--- config.mk ---
export PLATFORM = sky130hd
export DESIGN_NAME = keyword_token_scanner_flat
export DESIGN_NICKNAME = d
export VERILOG_FILES = /design/src/rtl/core/kts_pkg.sv /design/src/rtl/core/kts_if.sv /design/src/rtl/core/kts_ram.sv /design/src/rtl/core/keyword_token_scanner.sv /design/src/flat_wrapper.sv
export SDC_FILE = /design/constraint.sdc
export NUM_CORES = 1
export LEC_CHECK = 0
export BUFFER_PORTS_ARGS = -buffer_cell sky130_fd_sc_hd__buf_2
export CAP_MARGIN = 30
export CORE_MARGIN = 5
export CORE_UTILIZATION = 65
export DETAILED_ROUTE_END_ITERATION = 10
export PLACE_DENSITY = 0.82
export SYNTH_ARGS = -nofsm -noshare
export SYNTH_HDL_FRONTEND = slang
export SYNTH_SLANG_ARGS = --single-unit
--- constraint.sdc ---
create_clock -name i_clk -period 6.95 [get_ports i_clk]
set_input_delay 0.695 -clock i_clk [delete_from_list [all_inputs] [get_ports i_clk]]
set_output_delay 0.695 -clock i_clk [all_outputs]
set_load 0.03 [all_outputs]
--- src/rtl/core/kts_pkg.sv ---
`default_nettype none

package kts_pkg;

    // Token kinds
    typedef logic [3:0] t_kind;
    localparam t_kind KIND_KEYWORD = 4'd0;
    localparam t_kind KIND_IDENT   = 4'd1;
    localparam t_kind KIND_ASSIGN  = 4'd2;
    localparam t_kind KIND_COMPARE = 4'd3;
    localparam t_kind KIND_SEMI    = 4'd4;
    localparam t_kind KIND_LBRACE  = 4'd5;
    localparam t_kind KIND_RBRACE  = 4'd6;
    localparam t_kind KIND_LPAREN  = 4'd7;
    localparam t_kind KIND_RPAREN  = 4'd8;
    localparam t_kind KIND_STRING  = 4'd9;

    // Scan modes
    typedef logic [1:0] t_mode;
    localparam t_mode MODE_IDLE   = 2'd0;
    localparam t_mode MODE_IDENT  = 2'd1;
    localparam t_mode MODE_STRING = 2'd2;

    // Pending operator codes
    typedef logic [1:0] t_op;
    localparam t_op OP_NONE = 2'd0;
    localparam t_op OP_EQ   = 2'd1;
    localparam t_op OP_LT   = 2'd2;
    localparam t_op OP_GT   = 2'd3;

    // Characters of interest
    localparam logic [7:0] CH_EQ     = 8'h3D;
    localparam logic [7:0] CH_LT     = 8'h3C;
    localparam logic [7:0] CH_GT     = 8'h3E;
    localparam logic [7:0] CH_SEMI   = 8'h3B;
    localparam logic [7:0] CH_LBRACE = 8'h7B;
    localparam logic [7:0] CH_RBRACE = 8'h7D;
    localparam logic [7:0] CH_LPAREN = 8'h28;
    localparam logic [7:0] CH_RPAREN = 8'h29;
    localparam logic [7:0] CH_QUOTE  = 8'h22;

    // First five letters of an identifier, element 0 is the first letter
    localparam int HEAD_LEN = 5;
    typedef logic [HEAD_LEN-1:0][7:0] t_head;

    // Keyword table: if, while, for, else, elif, int, main
    localparam int KW_NUM = 7;
    localparam t_head KW_TEXT [KW_NUM] = '{
        40'h0000006669, 40'h656C696877, 40'h0000726F66, 40'h0065736C65,
        40'h0066696C65, 40'h0000746E69, 40'h006E69616D
    };
    localparam logic [2:0] KW_LEN [KW_NUM] = '{3'd2, 3'd5, 3'd3, 3'd4, 3'd4, 3'd3, 3'd4};

    // True when the head with length n spells a keyword
    function automatic logic kw_match(input t_head head, input logic [2:0] n);
        logic hit;
        logic eq;
        hit = 1'b0;
        for (int k = 0; k < KW_NUM; k++) begin
            eq = (n == KW_LEN[k]);
            for (int i = 0; i < HEAD_LEN; i++) begin
                if ((3'(i) < KW_LEN[k]) && (head[i] != KW_TEXT[k][i])) begin
                    eq = 1'b0;
                end
            end
            hit = hit | eq;
        end
        return hit;
    endfunction

    // Printed character of a pending operator
    function automatic logic [7:0] op_char(input t_op op);
        logic [7:0] c;
        unique case (op)
            OP_LT:   c = CH_LT;
            OP_GT:   c = CH_GT;
            default: c = CH_EQ;
        endcase
        return c;
    endfunction

endpackage

`default_nettype wire

--- src/rtl/core/kts_if.sv ---
`default_nettype none

// Source byte channel
interface kts_in_if;
    logic       valid;
    logic       ready;
    logic [7:0] source_byte;
    logic       end_of_input;

    modport source (output valid, output source_byte, output end_of_input, input ready);
    modport sink   (input valid, input source_byte, input end_of_input, output ready);
endinterface

// Token character channel
interface kts_out_if;
    logic                valid;
    logic                ready;
    kts_pkg::t_kind      token_kind;
    logic [7:0]          token_char;
    logic                token_last;

    modport source (output valid, output token_kind, output token_char, output token_last,
                    input ready);
    modport sink   (input valid, input token_kind, input token_char, input token_last,
                    output ready);
endinterface

`default_nettype wire

--- src/rtl/core/kts_ram.sv ---
`default_nettype none

// Single-port-write, single-port-read RAM with registered read data
module kts_ram #(
    parameter int WIDTH = 8,
    parameter int DEPTH = 64
) (
    input  wire                       i_clk,
    input  wire                       i_wr_en,
    input  wire [$clog2(DEPTH)-1:0]   i_wr_addr,
    input  wire [WIDTH-1:0]           i_wr_data,
    input  wire                       i_rd_en,
    input  wire [$clog2(DEPTH)-1:0]   i_rd_addr,
    output logic [WIDTH-1:0]          o_rd_data
);

    logic [WIDTH-1:0] r_mem [DEPTH];

    always_ff @(posedge i_clk) begin
        if (i_wr_en) begin
            r_mem[i_wr_addr] <= i_wr_data;
        end
        if (i_rd_en) begin
            o_rd_data <= r_mem[i_rd_addr];
        end
    end

endmodule

`default_nettype wire

--- src/rtl/core/keyword_token_scanner.sv ---
// Keyword token scanner: byte-serial lexer for a small C-like language.
// i_src carries one source byte per item (or an end_of_input marker);
// o_tok carries one token character per item with its kind, and token_last
// on the final character of each token. Both use valid/ready handshakes.
// Letters are gathered into a text RAM; a non-letter ends the run and the
// word leaves as a keyword or identifier. = < > wait one byte for a
// following '='. ; { } ( ) leave at once; strings leave quotes included.
// A byte is taken, then decoded in the next cycle; after decode each token
// character is emitted from a state of its own. Buffered text (identifiers,
// string bodies) is read back from the RAM one character at a time: each is
// read in S_RD through the single RAM read port with its registered data,
// then emitted in S_EMIT before the next one is read.
// A result sits in an output register; while the receiver stalls it holds
// and the scanner waits with the next character.
// Reset (i_rst_n low, synchronous) returns to idle with no pending token;
// the text RAM needs no clearing. end_of_input flushes any open token and
// returns to the same state.
`default_nettype none

module keyword_token_scanner #(
    parameter int IDENT_BUF  = 50,
    parameter int STRING_BUF = 64
) (
    input  wire     i_clk,
    input  wire     i_rst_n,
    kts_in_if.sink  i_src,
    kts_out_if.source o_tok
);
    import kts_pkg::*;

    localparam int BUF_DEPTH = (IDENT_BUF > STRING_BUF) ? IDENT_BUF : STRING_BUF;
    localparam int ADDR_W    = $clog2(BUF_DEPTH);
    localparam int LEN_W     = ADDR_W + 1;
    localparam logic [LEN_W-1:0] ID_LIM  = LEN_W'(IDENT_BUF - 1);
    localparam logic [LEN_W-1:0] STR_LIM = LEN_W'(STRING_BUF - 2);

    // Sequencer states
    localparam logic [3:0] S_IDLE  = 4'd0;
    localparam logic [3:0] S_PROC  = 4'd1;
    localparam logic [3:0] S_OP1   = 4'd2;
    localparam logic [3:0] S_CMP1  = 4'd3;
    localparam logic [3:0] S_CMP2  = 4'd4;
    localparam logic [3:0] S_PUNCT = 4'd5;
    localparam logic [3:0] S_OPEN  = 4'd6;
    localparam logic [3:0] S_RD    = 4'd7;
    localparam logic [3:0] S_EMIT  = 4'd8;
    localparam logic [3:0] S_CLOSE = 4'd9;

    logic [3:0]        r_state, n_state;
    logic [7:0]        r_byte, n_byte;
    logic              r_eoi, n_eoi;
    t_mode             r_mode, n_mode;
    t_op               r_op, n_op;
    logic [LEN_W-1:0]  r_len, n_len;
    logic [ADDR_W-1:0] r_idx, n_idx;
    t_kind             r_kind, n_kind;
    t_head             r_head, n_head;

    logic              r_out_valid;
    t_kind             r_out_kind;
    logic [7:0]        r_out_char;
    logic              r_out_last;

    logic              w_slot;
    logic              w_emit;
    t_kind             w_e_kind;
    logic [7:0]        w_e_char;
    logic              w_e_last;
    logic              w_letter;
    logic              w_is_kw;
    logic [LEN_W-1:0]  w_id_len;
    logic [LEN_W-1:0]  w_idx_inc;

    logic              w_wr_en;
    logic [ADDR_W-1:0] w_wr_addr;
    logic              w_rd_en;
    logic [7:0]        w_rd_data;

    // Text buffer
    kts_ram #(.WIDTH(8), .DEPTH(BUF_DEPTH)) u_text (
        .i_clk     (i_clk),
        .i_wr_en   (w_wr_en),
        .i_wr_addr (w_wr_addr),
        .i_wr_data (r_byte),
        .i_rd_en   (w_rd_en),
        .i_rd_addr (r_idx),
        .o_rd_data (w_rd_data)
    );

    assign i_src.ready      = (r_state == S_IDLE);
    assign o_tok.valid      = r_out_valid;
    assign o_tok.token_kind = r_out_kind;
    assign o_tok.token_char = r_out_char;
    assign o_tok.token_last = r_out_last;

    assign w_slot    = !r_out_valid || o_tok.ready;
    assign w_letter  = ((r_byte >= 8'h41) && (r_byte <= 8'h5A))
                    || ((r_byte >= 8'h61) && (r_byte <= 8'h7A));
    assign w_is_kw   = (r_len <= LEN_W'(HEAD_LEN)) && kw_match(r_head, r_len[2:0]);
    assign w_id_len  = (r_mode == MODE_IDENT) ? r_len : '0;
    assign w_idx_inc = {1'b0, r_idx} + LEN_W'(1);

    // Sequencer: decode a byte, then emit its token characters
    always_comb begin
        n_state   = r_state;
        n_byte    = r_byte;
        n_eoi     = r_eoi;
        n_mode    = r_mode;
        n_op      = r_op;
        n_len     = r_len;
        n_idx     = r_idx;
        n_kind    = r_kind;
        n_head    = r_head;
        w_emit    = 1'b0;
        w_e_kind  = r_kind;
        w_e_char  = r_byte;
        w_e_last  = 1'b1;
        w_wr_en   = 1'b0;
        w_wr_addr = r_len[ADDR_W-1:0];
        w_rd_en   = 1'b0;

        unique case (r_state)
            S_IDLE: begin
                if (i_src.valid) begin
                    n_byte  = i_src.source_byte;
                    n_eoi   = i_src.end_of_input;
                    n_state = S_PROC;
                end
            end

            S_PROC: begin
                priority if (r_eoi) begin
                    // flush whatever is open
                    priority if (r_mode == MODE_STRING) begin
                        n_kind  = KIND_STRING;
                        n_state = S_OPEN;
                    end else if (r_mode == MODE_IDENT) begin
                        n_kind  = w_is_kw ? KIND_KEYWORD : KIND_IDENT;
                        n_idx   = '0;
                        n_state = S_RD;
                    end else if (r_op != OP_NONE) begin
                        n_state = S_OP1;
                    end else begin
                        n_state = S_IDLE;
                    end
                end else if (r_mode == MODE_STRING) begin
                    if (r_byte == CH_QUOTE) begin
                        n_kind  = KIND_STRING;
                        n_state = S_OPEN;
                    end else begin
                        if (r_len < STR_LIM) begin
                            w_wr_en = 1'b1;
                            n_len   = r_len + LEN_W'(1);
                        end
                        n_state = S_IDLE;
                    end
                end else if (r_op != OP_NONE) begin
                    n_state = (r_byte == CH_EQ) ? S_CMP1 : S_OP1;
                end else if (w_letter) begin
                    n_mode = MODE_IDENT;
                    n_len  = w_id_len;
                    if (w_id_len < ID_LIM) begin
                        w_wr_en   = 1'b1;
                        w_wr_addr = w_id_len[ADDR_W-1:0];
                        n_len     = w_id_len + LEN_W'(1);
                        if (w_id_len < LEN_W'(HEAD_LEN)) begin
                            n_head[w_id_len[2:0]] = r_byte;
                        end
                    end
                    n_state = S_IDLE;
                end else if (r_mode == MODE_IDENT) begin
                    // word ends; the byte is decoded again afterwards
                    n_kind  = w_is_kw ? KIND_KEYWORD : KIND_IDENT;
                    n_idx   = '0;
                    n_state = S_RD;
                end else begin
                    n_state = S_IDLE;
                    unique case (r_byte)
                        CH_EQ:     n_op = OP_EQ;
                        CH_LT:     n_op = OP_LT;
                        CH_GT:     n_op = OP_GT;
                        CH_SEMI: begin
                            n_kind  = KIND_SEMI;
                            n_state = S_PUNCT;
                        end
                        CH_LBRACE: begin
                            n_kind  = KIND_LBRACE;
                            n_state = S_PUNCT;
                        end
                        CH_RBRACE: begin
                            n_kind  = KIND_RBRACE;
                            n_state = S_PUNCT;
                        end
                        CH_LPAREN: begin
                            n_kind  = KIND_LPAREN;
                            n_state = S_PUNCT;
                        end
                        CH_RPAREN: begin
                            n_kind  = KIND_RPAREN;
                            n_state = S_PUNCT;
                        end
                        CH_QUOTE: begin
                            n_mode = MODE_STRING;
                            n_len  = '0;
                        end
                        default: ;
                    endcase
                end
            end

            // lone operator; the byte is decoded again afterwards unless it ended the input
            S_OP1: begin
                w_emit   = 1'b1;
                w_e_kind = (r_op == OP_EQ) ? KIND_ASSIGN : KIND_COMPARE;
                w_e_char = op_char(r_op);
                if (w_slot) begin
                    n_op    = OP_NONE;
                    n_state = r_eoi ? S_IDLE : S_PROC;
                end
            end

            // two-character comparator
            S_CMP1: begin
                w_emit   = 1'b1;
                w_e_kind = KIND_COMPARE;
                w_e_char = op_char(r_op);
                w_e_last = 1'b0;
                if (w_slot) begin
                    n_state = S_CMP2;
                end
            end

            S_CMP2: begin
                w_emit   = 1'b1;
                w_e_kind = KIND_COMPARE;
                w_e_char = CH_EQ;
                if (w_slot) begin
                    n_op    = OP_NONE;
                    n_state = S_IDLE;
                end
            end

            S_PUNCT: begin
                w_emit = 1'b1;
                if (w_slot) begin
                    n_state = S_IDLE;
                end
            end

            S_OPEN: begin
                w_emit   = 1'b1;
                w_e_char = CH_QUOTE;
                w_e_last = 1'b0;
                if (w_slot) begin
                    n_idx   = '0;
                    n_state = (r_len == '0) ? S_CLOSE : S_RD;
                end
            end

            S_RD: begin
                w_rd_en = 1'b1;
                n_state = S_EMIT;
            end

            // buffered character from the RAM
            S_EMIT: begin
                w_emit   = 1'b1;
                w_e_char = w_rd_data;
                w_e_last = (r_kind != KIND_STRING) && (w_idx_inc == r_len);
                if (w_slot) begin
                    if (w_idx_inc == r_len) begin
                        if (r_kind == KIND_STRING) begin
                            n_state = S_CLOSE;
                        end else begin
                            n_len   = '0;
                            n_mode  = MODE_IDLE;
                            n_state = r_eoi ? S_IDLE : S_PROC;
                        end
                    end else begin
                        n_idx   = r_idx + ADDR_W'(1);
                        n_state = S_RD;
                    end
                end
            end

            S_CLOSE: begin
                w_emit   = 1'b1;
                w_e_char = CH_QUOTE;
                if (w_slot) begin
                    n_len   = '0;
                    n_mode  = MODE_IDLE;
                    n_state = S_IDLE;
                end
            end

            default: n_state = S_IDLE;
        endcase
    end

    // Control and payload registers
    always_ff @(posedge i_clk) begin
        if (!i_rst_n) begin
            r_state     <= S_IDLE;
            r_mode      <= MODE_IDLE;
            r_op        <= OP_NONE;
            r_len       <= '0;
            r_out_valid <= 1'b0;
        end else begin
            r_state <= n_state;
            r_mode  <= n_mode;
            r_op    <= n_op;
            r_len   <= n_len;
            if (w_emit && w_slot) begin
                r_out_valid <= 1'b1;
            end else if (o_tok.ready) begin
                r_out_valid <= 1'b0;
            end
        end
        r_byte <= n_byte;
        r_eoi  <= n_eoi;
        r_idx  <= n_idx;
        r_kind <= n_kind;
        r_head <= n_head;
        if (w_emit && w_slot) begin
            r_out_kind <= w_e_kind;
            r_out_char <= w_e_char;
            r_out_last <= w_e_last;
        end
    end

endmodule

`default_nettype wire

--- src/flat_wrapper.sv ---
// flat-port wrapper written by rule: the top's interface ports become plain ports
module keyword_token_scanner_flat import kts_pkg::*;
#(
    parameter int IDENT_BUF  = 50,
    parameter int STRING_BUF = 64
)
  (i_clk, i_rst_n, i_src_valid, i_src_source_byte, i_src_end_of_input, i_src_ready, o_tok_valid, o_tok_token_kind, o_tok_token_char, o_tok_token_last, o_tok_ready);
  kts_in_if i_src_i ();
  kts_out_if o_tok_i ();
  input  wire i_clk;
  input  wire i_rst_n;
  input wire logic [$bits(i_src_i.valid)-1:0] i_src_valid;
  input wire logic [$bits(i_src_i.source_byte)-1:0] i_src_source_byte;
  input wire logic [$bits(i_src_i.end_of_input)-1:0] i_src_end_of_input;
  output wire logic [$bits(i_src_i.ready)-1:0] i_src_ready;
  output wire logic [$bits(o_tok_i.valid)-1:0] o_tok_valid;
  output wire logic [$bits(o_tok_i.token_kind)-1:0] o_tok_token_kind;
  output wire logic [$bits(o_tok_i.token_char)-1:0] o_tok_token_char;
  output wire logic [$bits(o_tok_i.token_last)-1:0] o_tok_token_last;
  input wire logic [$bits(o_tok_i.ready)-1:0] o_tok_ready;
  assign i_src_i.valid = i_src_valid;
  assign i_src_i.source_byte = i_src_source_byte;
  assign i_src_i.end_of_input = i_src_end_of_input;
  assign i_src_ready = i_src_i.ready;
  assign o_tok_valid = o_tok_i.valid;
  assign o_tok_token_kind = o_tok_i.token_kind;
  assign o_tok_token_char = o_tok_i.token_char;
  assign o_tok_token_last = o_tok_i.token_last;
  assign o_tok_i.ready = o_tok_ready;
  keyword_token_scanner #(.IDENT_BUF(IDENT_BUF), .STRING_BUF(STRING_BUF)) u_core (.i_clk(i_clk), .i_rst_n(i_rst_n), .i_src(i_src_i), .o_tok(o_tok_i));
endmodule
# Yosys cells after proc, flatten, opt, wreduce, memory -nomap -nowiden
# Memories as Yosys holds them, arrays and structs flattened. A register that Yosys moved wholly into a read port is not among the register bits.
# Index checks and enable logic that the tools add are counted.
[classes] n_shift=0 magnitude_cmp=10 n_eq_ne=80 n_mul=0 addsub=4 div=0 n_reduce_logical=33 mux=126 bitwise=9
[ops] operator="8-bit by 7-bit inequality test with 1-bit output (second input constant)" n=20
[ops] operator="7-bit two-way mux" n=14
[ops] operator="4-bit two-way mux" n=24
[ops] operator="6-bit two-way mux" n=15
[ops] operator="8-bit by 6-bit equality test with 1-bit output (second input constant)" n=7
[ops] operator="1-bit two-way mux" n=41
[ops] operator="40-bit bitwise mux" n=1
[ops] operator="2-bit two-way mux" n=16
[ops] operator="4-bit one-hot mux with 8 select lines" n=1
[ops] operator="8-bit one-hot mux with 4 select lines" n=1
[ops] operator="8-bit demux with 3-bit select" n=1
[ops] operator="7-bit one-hot mux with 3 select lines" n=1
[ops] operator="4-bit one-hot mux with 5 select lines" n=1
[ops] operator="3-bit by 2-bit inequality test with 1-bit output (second input constant)" n=6
[ops] operator="6-bit one-hot mux with 3 select lines" n=1
[ops] operator="4-bit by 3-bit equality test with 1-bit output (second input constant)" n=4
[ops] operator="8-bit by 7-bit equality test with 1-bit output (second input constant)" n=2
[ops] operator="8-bit by 7-bit greater-or-equal comparator with 1-bit output (second input constant)" n=2
[ops] operator="8-bit by 7-bit less-or-equal comparator with 1-bit output (second input constant)" n=2
[ops] operator="2-bit by 1-bit inequality test with 1-bit output (second input constant)" n=8
[ops] operator="2-bit inequality test (second input constant)" n=8
[ops] operator="7-bit by 1-bit adder with 7-bit output (second input constant)" n=2
[ops] operator="7-bit by 6-bit < comparator with 1-bit output (second input constant)" n=2
[ops] operator="7-bit AND reduction" n=2
[ops] operator="44 further kinds" n=80
[word_totals] latchBits=0 romBits=0 out_inout_bits=15 in_bits=13 elab_cells=280 memories=1 register_bits=88 mem_bits_rw=512
[mem_list] name="u_core.u_text.r_mem" words=64 width=8 rd=1 rd_clocked_by_memory_dff=1 wr=1 line="kts_ram.sv:17" rtl="logic [WIDTH-1:0] r_mem [DEPTH];"

# Logic depth before layout (Yosys ltp)
# Gate-level depths: netlist (run 1).
[logic_depth] ltp_word=19 ltp_mapped=10 ltp_nobuf=9

# Cells and area by module
# From an unflattened synthesis (run 1), not the netlist that was laid out.
[unflattened] hier_cells=1481 area_unflattened_um2=25326.8
[modules_own_cells] module="kts_ram" seq_area_each_um2=15615.0 area_each_um2=20270.7 cells_per_inst=972 instances=1
[modules_own_cells] module="keyword_token_scanner" seq_area_each_um2=2482.4 area_each_um2=5056.1 cells_per_inst=509 instances=1

# Worst setup path after synthesis (run 1)
# Ideal clock, no wire load.
[synth_path] kind="register -> register" from="reg u_core.r_byte[4]" to="mem u_core.u_text.r_mem[24][0], enable pin" setup_ns=0.371 arrival_time_ns=3.124 period_less_slack_ns=3.495 n_path_buf=0 setup_slack_ns=3.455 required_ns=6.579 path_stages_with_launch=7 cell_sequence="edfxtp_1 -> or3_1 -> o31ai_1 -> a311o_1 -> a211oi_2 -> nand4b_1 -> nor2_1"
[synth_via] elab_chain_len=10 elab_cells_between_ends=21 classes_between="order compare (4); eq/ne (1); mux (13); reduce/logical (3)"
[synth_lines] element="from (decl)" line="keyword_token_scanner.sv:50" rtl="logic [7:0] r_byte, n_byte;"
[synth_lines] element="from (signal assigned)" line="keyword_token_scanner.sv:319" rtl="r_byte <= n_byte;"
[synth_lines] element="8-bit by 7-bit greater-or-equal comparator with 1-bit output, or another cell as far along" line="keyword_token_scanner.sv:97" rtl="assign w_letter = ((r_byte >= 8'h41) && (r_byte <= 8'h5A))"
[synth_lines] element="1-bit logical AND (on tied branches)" line="keyword_token_scanner.sv:97, keyword_token_scanner.sv:98"
[synth_lines] element="1-bit logical OR" line="keyword_token_scanner.sv:98" rtl="|| ((r_byte >= 8'h61) && (r_byte <= 8'h7A));"
[synth_lines] element="1-bit two-way mux" line="keyword_token_scanner.sv:159" rtl="end else if (w_letter) begin"
[synth_lines] element="1-bit two-way mux" line="keyword_token_scanner.sv:157" rtl="end else if (r_op != OP_NONE) begin"
[synth_lines] element="1-bit two-way mux" line="keyword_token_scanner.sv:146" rtl="end else if (r_mode == MODE_STRING) begin"
[synth_lines] element="1-bit two-way mux" line="keyword_token_scanner.sv:132" rtl="priority if (r_eoi) begin"
[synth_lines] element="1-bit two-way mux" line="keyword_token_scanner.sv:122" rtl="unique case (r_state)"
[synth_lines] element="1-bit two-way mux" line="kts_ram.sv:20" rtl="if (i_wr_en) begin"
[synth_lines] element="1-bit two-way mux (not written as such)" line="kts_ram.sv:21" rtl="r_mem[i_wr_addr] <= i_wr_data;"
[synth_lines] element="to (decl)" line="kts_ram.sv:17"
# Parallel ways exist; a longest one is shown, timed or not.

# Worst setup path after layout (run 1)
[layout_path] from="reg u_core.r_byte[4]" to="mem u_core.u_text.r_mem[42][6], enable pin"
# The elaborated chain is that of the path after synthesis.

==> run_results.csv, run 1 <==
group,metric,value,unit
sta,fmax,243,MHz
power,p_clk_frac,0.421,
finish,diodes,0,
routing,dr.first_iter.drc_count,2214,
synthesis,synth-seq-cells,608,
synthesis,synth-seq-area-share,0.728,
grt,grt-ovfl-total,0,
routing,post_drt_wl_per_cell,32.2,microns
synthesis,synth_edf_count,592,
grt,grt_pass1_vias,13600,
clocking,cts_tree,"done",
worst_setup_path,crit_top_cell,"buf_4",
floorplanning,die_w,206,microns
sta,setup_tns,0,ns
worst_setup_path,crit_path_start_kind,"flop",
flow_run,cap_violations,0,
grt,grt_max_degree,101,
placement,dp_hpwl,33700,microns
power,leakage,8.83,nW
worst_setup_path,max_stage_delay,0.78,ns
sta,slew_headroom,0.307,
routing,firstDrtPassIters,6,
placement,dpl_cell_area,25600,sq um
power,combPwrFrac,0.038,
clocking,cts_sinks,608,
power,power.internal,6.01,mW
sta,setup_violations,0,
routing,drt.antenna.violating_nets,0,
floorplanning,core_area,37700,sq um
finish,syn_to_final_growth,10.8,%
sta,slew_violations,0,
grt,grt_pass1_wl,92700,microns
clocking,htreeDepth,2,
clocking,insertion_delay,0.62,ns
sta,tightest_slew,1.04,ns
power,power,7.60,mW
synthesis,synth.distinct_cells,74,
clocking,clockBufferDepth,3,
finish,nFillCells,2050,
finish,nNetsFinal,1386,
synthesis,avgSynthCellArea,19.0,sq um
routing,wl,61900,microns
clocking,cts.clk_slew.worst_paths,0.06,ns
worst_setup_path,worstSetupPathType,"reg -> reg",
sta,rsz0062_at_grt,"false",
grt,grt_usage,0.304,
sta,fin_skew,0.0221,ns
floorplanning,die_y,206,microns
placement,routabilityCongestion,0.885,
status,outcome,"completed",
routing,num_vias,13900,
sta,period_share,0.593,
synthesis,yosysWarningCount,0,
synthesis,synthesis.area,24800,sq um
power,switchingPower,1.58,mW
floorplanning,die_area,42200,sq um
worst_setup_path,cp_top_family,"simple AND/OR/NAND/NOR gates",
clocking,cts_resized,0,
synthesis,synth_cells,1311,
sta,timing_hold_violations_final,0,
power,swShare,0.209,
finish,fin_util,0.731,
worst_setup_path,worstPathCellList,"buf_4, or3_1, o32ai_1, nor3_1, a211oi_2, buf_4, nand4b_1, nor2_1",
worst_setup_path,critPathArrivalTime,4.37,ns
routing,drc,0,
placement,dpl_worst_slack,2.94,ns
power,ir_drop,0.000177,V
routing,viasPerCell,7.22,
finish,final_cell_area,27500,sq um
clocking,cts-root-buf,"clkbuf_16",
worst_setup_path,ff2ff_path_depth,8,
min_path,hold_class,"in -> reg",
power,powerDensity,276,nW/um^2
power,pwr-share-seq,0.541,
worst_setup_path,cp_num_buf_inv,2,
worst_setup_path,cp_slowest_cell,"nor2_1",
worst_setup_path,path_max_fanout,76,
floorplanning,floorplan.io_pins,28,
clocking,cts_hold_buf,0,
placement,port_buffers,27,
synthesis,synth_ff_type,"edfxtp_1",
sta,min_period,4.12,ns
grt,antenna_found_initial,1,
worst_setup_path,cp-end-kind,"flop",
worst_setup_path,path_depth,8,
worst_setup_path,cp_data_required_time,7.20,ns
min_path,holdPathStages,1,
floorplanning,placementRows,71,
sta,setup_ws,2.83,ns
clocking,post_cts_buffers,0,
placement,placed_cells,1815,
floorplanning,initial_core_util,0.660,
sta,fin_hold_ws,0.258,ns
clocking,numCtsBuffers,57,
finish,drive_gt1_frac,0.223,
synthesis,synthArstFlopShare,0,
finish,final_cells,1922,
## registers in the layout, summed over array words and instances, names as in the netlist
register,flops
u_core.o_tok.token_last,1
u_core.r_mode,2
u_core.r_eoi,1
u_core.r_byte,8
u_core.u_text.o_rd_data,8
u_core.u_text.r_mem,512
u_core.o_tok.token_char,8
u_core.r_state,4
u_core.r_op,2
u_core.r_kind,4
u_core.r_len,7
u_core.r_idx,6
u_core.r_head,40
u_core.o_tok.token_kind,4
u_core.o_tok.valid,1
## power groups by stage
stage	sequential, mW	combinational, mW	clock (mW)
CTS	4.11	0.286	3.22
global route	4.11	0.309	3.41
floorplan	4.21	0.136	0
finish	4.11	0.292	3.20
global placement	4.18	0.270	0
detailed placement	4.18	0.280	0
## area by class of cell
| class | count | area [sq um] | area share |
|---|---|---|---|
| Sequential cell | 608 | 18100 | 0.658 |
| Multi-Input combinational cell | 634 | 6480 | 0.236 |
| Clock buffer | 64 | 1470 | 0.0536 |
| Tap cell | 511 | 639 | 0.0232 |
| Clock inverter | 42 | 438 | 0.0159 |
| Timing Repair Buffer | 49 | 333 | 0.0121 |
| Inverter | 14 | 52.6 | 0.00191 |
## Yosys cell counts, drive strengths merged, types with 14 or more instances
master | count | area share
nor2 | 110 | 0.017
buf | 17 | 0.0027
dfxtp | 16 | 0.013
edfxtp | 592 | 0.72
nor2b | 16 | 0.0040
o21ai | 29 | 0.0060
nand2 | 53 | 0.0080
a21oi | 33 | 0.0066
clkbuf | 53 | 0.0080
inv | 14 | 0.0021
nand3 | 18 | 0.0036
mux4 | 168 | 0.15
## final timing paths
check	endpoint	start	slack (ns)
worst max register to register	u_core.u_text.r_mem[42][6]$_DFFE_PP_	u_core.r_byte[4]$_DFFE_PP_	2.83
worst min register to register	u_core.r_mode[1]$_SDFFE_PN0P_	u_core.r_mode[1]$_SDFFE_PN0P_	0.48
worst min-delay path	u_core.r_byte[1]$_DFFE_PP_	i_src_source_byte[1]	0.26
worst max-delay path	u_core.u_text.r_mem[42][6]$_DFFE_PP_	u_core.r_byte[4]$_DFFE_PP_	2.83
## metal layers
layer,up-vias,global-route usage,routed length [microns]
li1,5505,-,-
met1,6956,0.447,22000
met2,1250,0.462,29100
met3,157,0.0574,7950
met4,2,0.128,2760
met5,-,0,13
## cell families after synthesis
| group | share of synthesized area |
|---|---|
| other | 0.000151 |
| buffers and inverters | 0.0128 |
| muxes | 0.154 |
| adders and majority gates | 0.00453 |
| and+or+nand+nor | 0.0582 |
| AOI/OAI and AO/OA | 0.0361 |
| xor gates and xnor gates | 0.00549 |
| DFF | 0.728 |
## cell usage in the layout, fill, tap and decap left out, types with 4 or more instances in the layout
master,instances
a211oi_1,5
nor4b_1,6
mux2i_1,5
clkinv_2,15
or3_1,4
a21o_1,4
nor2b_1,16
nor3b_1,5
nand4_1,10
clkbuf_1,6
nand3b_1,4
clkbuf_16,58
nand2_1,53
xor2_1,5
nand2b_1,10
buf_4,20
buf_2,27
dfxtp_1,16
o22ai_1,6
xnor2_1,8
a22oi_1,4
o21ai_0,28
o211ai_1,8
mux4_2,168
ha_1,9
and3_1,6
edfxtp_1,592
a21oi_1,33
or4_1,5
conb_1,16
clkinv_1,14
bufinv_16,9
a31oi_1,8
nand4b_1,7
nand3_1,18
inv_1,13
nor2_1,110
nor3_1,13
No activity file was read; power rests on OpenSTA's default activity.
==> run 2: changes to the inputs <==
ABC_AREA = 1   (was unset)
CORE_UTILIZATION = 63   (was 65)
PLACE_DENSITY = 0.8   (was 0.82)
clock period = 3.8 ns   (was 6.95 ns; I/O delays follow)
==> run_results.csv, run 2 <==
group,metric,value,unit
finish,nNetsFinal,2151,
synthesis,synth_top_area_frac,0.700,
power,power,14.6,mW
synthesis,yosysMostFrequentCell,"edfxtp_1",
worst_setup_path,worstSetupPathType,"reg -> reg",
grt,antenna_found_initial,0,
synthesis,synthArstFlopShare,0,
worst_setup_path,crit_path_start_kind,"flop",
min_path,hp-start,"i_rst_n",
sta,timing_hold_violations_final,0,
synthesis,yosysWarningCount,0,
finish,largest_reg_flops,512,
grt,grt_pass1_wl,99700,microns
clocking,insertion_delay,0.62,ns
synthesis,muxShareOfSynthArea,0.00946,
clocking,numCtsBuffers,57,
synthesis,yosys.area_share.simple,0.116,
sta,fin_skew,0.0226,ns
clocking,cts_sinks,608,
finish,final_common_cell,"edfxtp_1",
flow_run,cap_violations,0,
sta,setup_violations,0,
synthesis,synth_compound_area_frac,0.122,
min_path,holdPathStages,3,
finish,final_cell_area,28400,sq um
synthesis,synthXorXnorAreaFrac,0.00173,
grt,grt-ovfl-total,0,
clocking,cts_tree,"done",
synthesis,synth_edf_count,592,
clocking,cts-root-buf,"clkbuf_16",
routing,drc,0,
routing,wl,65500,microns
worst_setup_path,cp-startpoint,"u_core.r_mode[1]$_SDFFE_PN0P_",
floorplanning,initial_core_util,0.637,
synthesis,synthesis.area,25400,sq um
floorplanning,die_w,211,microns
floorplanning,floorplan.io_pins,28,
finish,largestRegisters,"u_core.u_text.r_mem: 512 flops, u_core.r_head: 40 flops",
sta,min_period,3.33,ns
sta,fin_hold_ws,0.0794,ns
min_path,worst_hold_path.endpoint,"u_core.r_mode[0]$_SDFFE_PN0P_",
synthesis,synthTopCellsByCount,"edfxtp_1, nor2_1, o21ai_0",
finish,diodes,0,
min_path,hold_class,"in -> reg",
sta,fmax,301,MHz
worst_setup_path,rr_startpoint,"u_core.r_mode[1]$_SDFFE_PN0P_",
synthesis,synth_cells,2053,
finish,top_register,"u_core.u_text.r_mem",
finish,syn_to_final_growth,12.0,%
clocking,htreeDepth,2,
worst_setup_path,path_max_fanout,13,
synthesis,yosysTopAreaCell,"edfxtp_1",
finish,final_cell_mix,"edfxtp_1, nor2_1, o21ai_0, nand2_1, nand3_1",
synthesis,synth.distinct_cells,50,
routing,drt.antenna.violating_nets,0,
sta,rsz0062_at_grt,"false",
floorplanning,core_area,39800,sq um
placement,routabilityCongestion,0.959,
routing,num_vias,17600,
synthesis,synth_top_family_by_area,"compound AO/OA/AOI/OAI gates",
power,powerDensity,515,nW/um^2
sta,setup_tns,0,ns
clocking,cts.clk_slew.worst_paths,0.07,ns
worst_setup_path,cp-end-kind,"flop",
synthesis,synth-adder-area-share,0.00444,
sta,slew_violations,0,
worst_setup_path,reg2reg_to,"u_core.u_text.r_mem[24][5]$_DFFE_PP_",
sta,tightest_slew,0.996,ns
worst_setup_path,r2r_setup_slack,0.47,ns
routing,firstDrtPassIters,8,
sta,slew_headroom,0.336,
routing,viasPerCell,6.51,
floorplanning,die_y,211,microns
sta,period_share,0.875,
grt,grt_pass1_vias,16900,
floorplanning,die_area,44400,sq um
worst_setup_path,cp_data_required_time,4.04,ns
synthesis,synth-seq-cells,608,
synthesis,synth_area_leaders,"edfxtp_1, nor2_1, o21ai_0",
floorplanning,placementRows,73,
clocking,cts_resized,0,
placement,dpl_cell_area,26400,sq um
placement,dp_hpwl,39300,microns
status,outcome,"completed",
worst_setup_path,ff2ff_path_depth,11,
clocking,clockBufferDepth,3,
routing,dr.first_iter.drc_count,2629,
synthesis,synth-seq-area-share,0.713,
grt,grt_usage,0.293,
placement,port_buffers,27,
synthesis,avgSynthCellArea,12.4,sq um
grt,grt_max_degree,171,
synthesis,synth_ff_type,"edfxtp_1",
power,leakage,9.53,nW
finish,drive_gt1_frac,0.110,
power,ir_drop,0.000471,V
worst_setup_path,critPathArrivalTime,3.57,ns
routing,post_drt_wl_per_cell,24.3,microns
-- run 2: changes by cell type in the layout (fill, tap and decap cells not counted), moves of 19 or more --
cell,delta
buf_4,+60
inv_1,+67
mux2i_1,+19
mux4_2,-168
nand2_1,+113
nand3_1,+66
nor2_1,+262
o211ai_1,+60
o21ai_0,+227
o221ai_1,+64
o22ai_1,+61
-- run 2: worst max-delay path by stage --
| stage | endpoint | slack (ns) | cells after the start |
|---|---|---|---|
| finish | u_core.u_text.r_mem[24][5]$_DFFE_PP_ | 0.47 | 11 |
| global route | u_core.u_text.r_mem[4][3]$_DFFE_PP_ | 0.18 | 12 |
| CTS | u_core.u_text.r_mem[8][6]$_DFFE_PP_ | 0.54 | 11 |
| detailed placement | u_core.u_text.r_mem[48][2]$_DFFE_PP_ | 0.55 | 12 |
| global placement | u_core.u_text.r_mem[8][0]$_DFFE_PP_ | 0.69 | 11 |
| floorplan | u_core.u_text.r_mem[38][0]$_DFFE_PP_ | 0.40 | 10 |
-- run 2: final cells by class --
cell class,instances,area (sq um)
Sequential cell,608,18100
Clock buffer,62,1470
Multi-Input combinational cell,1247,6480
Timing Repair Buffer,121,933
Inverter,94,360
Fill cell,2593,11400
Clock inverter,45,420
Tap cell,525,657
-- run 2: stage by stage --
stage               utilization  instances  worst slack (ns)
CTS                       0.713       2700             0.537
floorplan                     -       2068             0.399
global route              0.714       2702             0.184
finish                    0.714       2702             0.474
global placement          0.663       2584             0.690
detailed placement        0.663       2584             0.554
-- run 2: report_power, final --
part           total [mW]  internal, mW  leakage, nW  switching (mW)
sequential           7.71          7.64         5.48          0.0773
combinational        1.20         0.262         3.14           0.942
clock                5.72          3.26        0.916            2.46
-- run 2: repair_timing --
| action | in CTS | in global routing |
|---|---|---|
| endpoints found under the hold margin | 9 | 0 |
| hold buffers | 9 | 0 |
| buffers inserted | 0 | 0 |
-- run 2: layer usage --
layer,track usage,up-vias,routed length (microns)
met5,0,-,0
met4,0.124,0,2880
met3,0.0499,184,7160
met2,0.456,1212,30600
met1,0.419,8453,24900
li1,-,7743,-
-- run 2: worst max-delay path: stages (launching register included) --
cell and delay (ns):
dfxtp_1 0.34, inv_1 0.07, ha_1 0.33, nand2_1 0.21
nand3_1 0.13, nor2_1 0.15, o21ai_2 0.10, nor2_2 0.13
nand2_2 0.16, o21ai_0 0.20, nand3_2 0.41, nor2_1 0.70
-- run 2: cell families (layout without fill, tap and decap cells) --
group / count (synthesis) / in the layout
adder cells (fa/ha/maj): 9 / 9
AO/OA/AOI/OAI: 506 / 506
XOR/XNOR: 5 / 5
buffers and inverters: 213 / 322
multiplexers: 24 / 24
flip-flops: 608 / 608
other: 1 / 16
AND/OR/NAND/NOR: 687 / 687
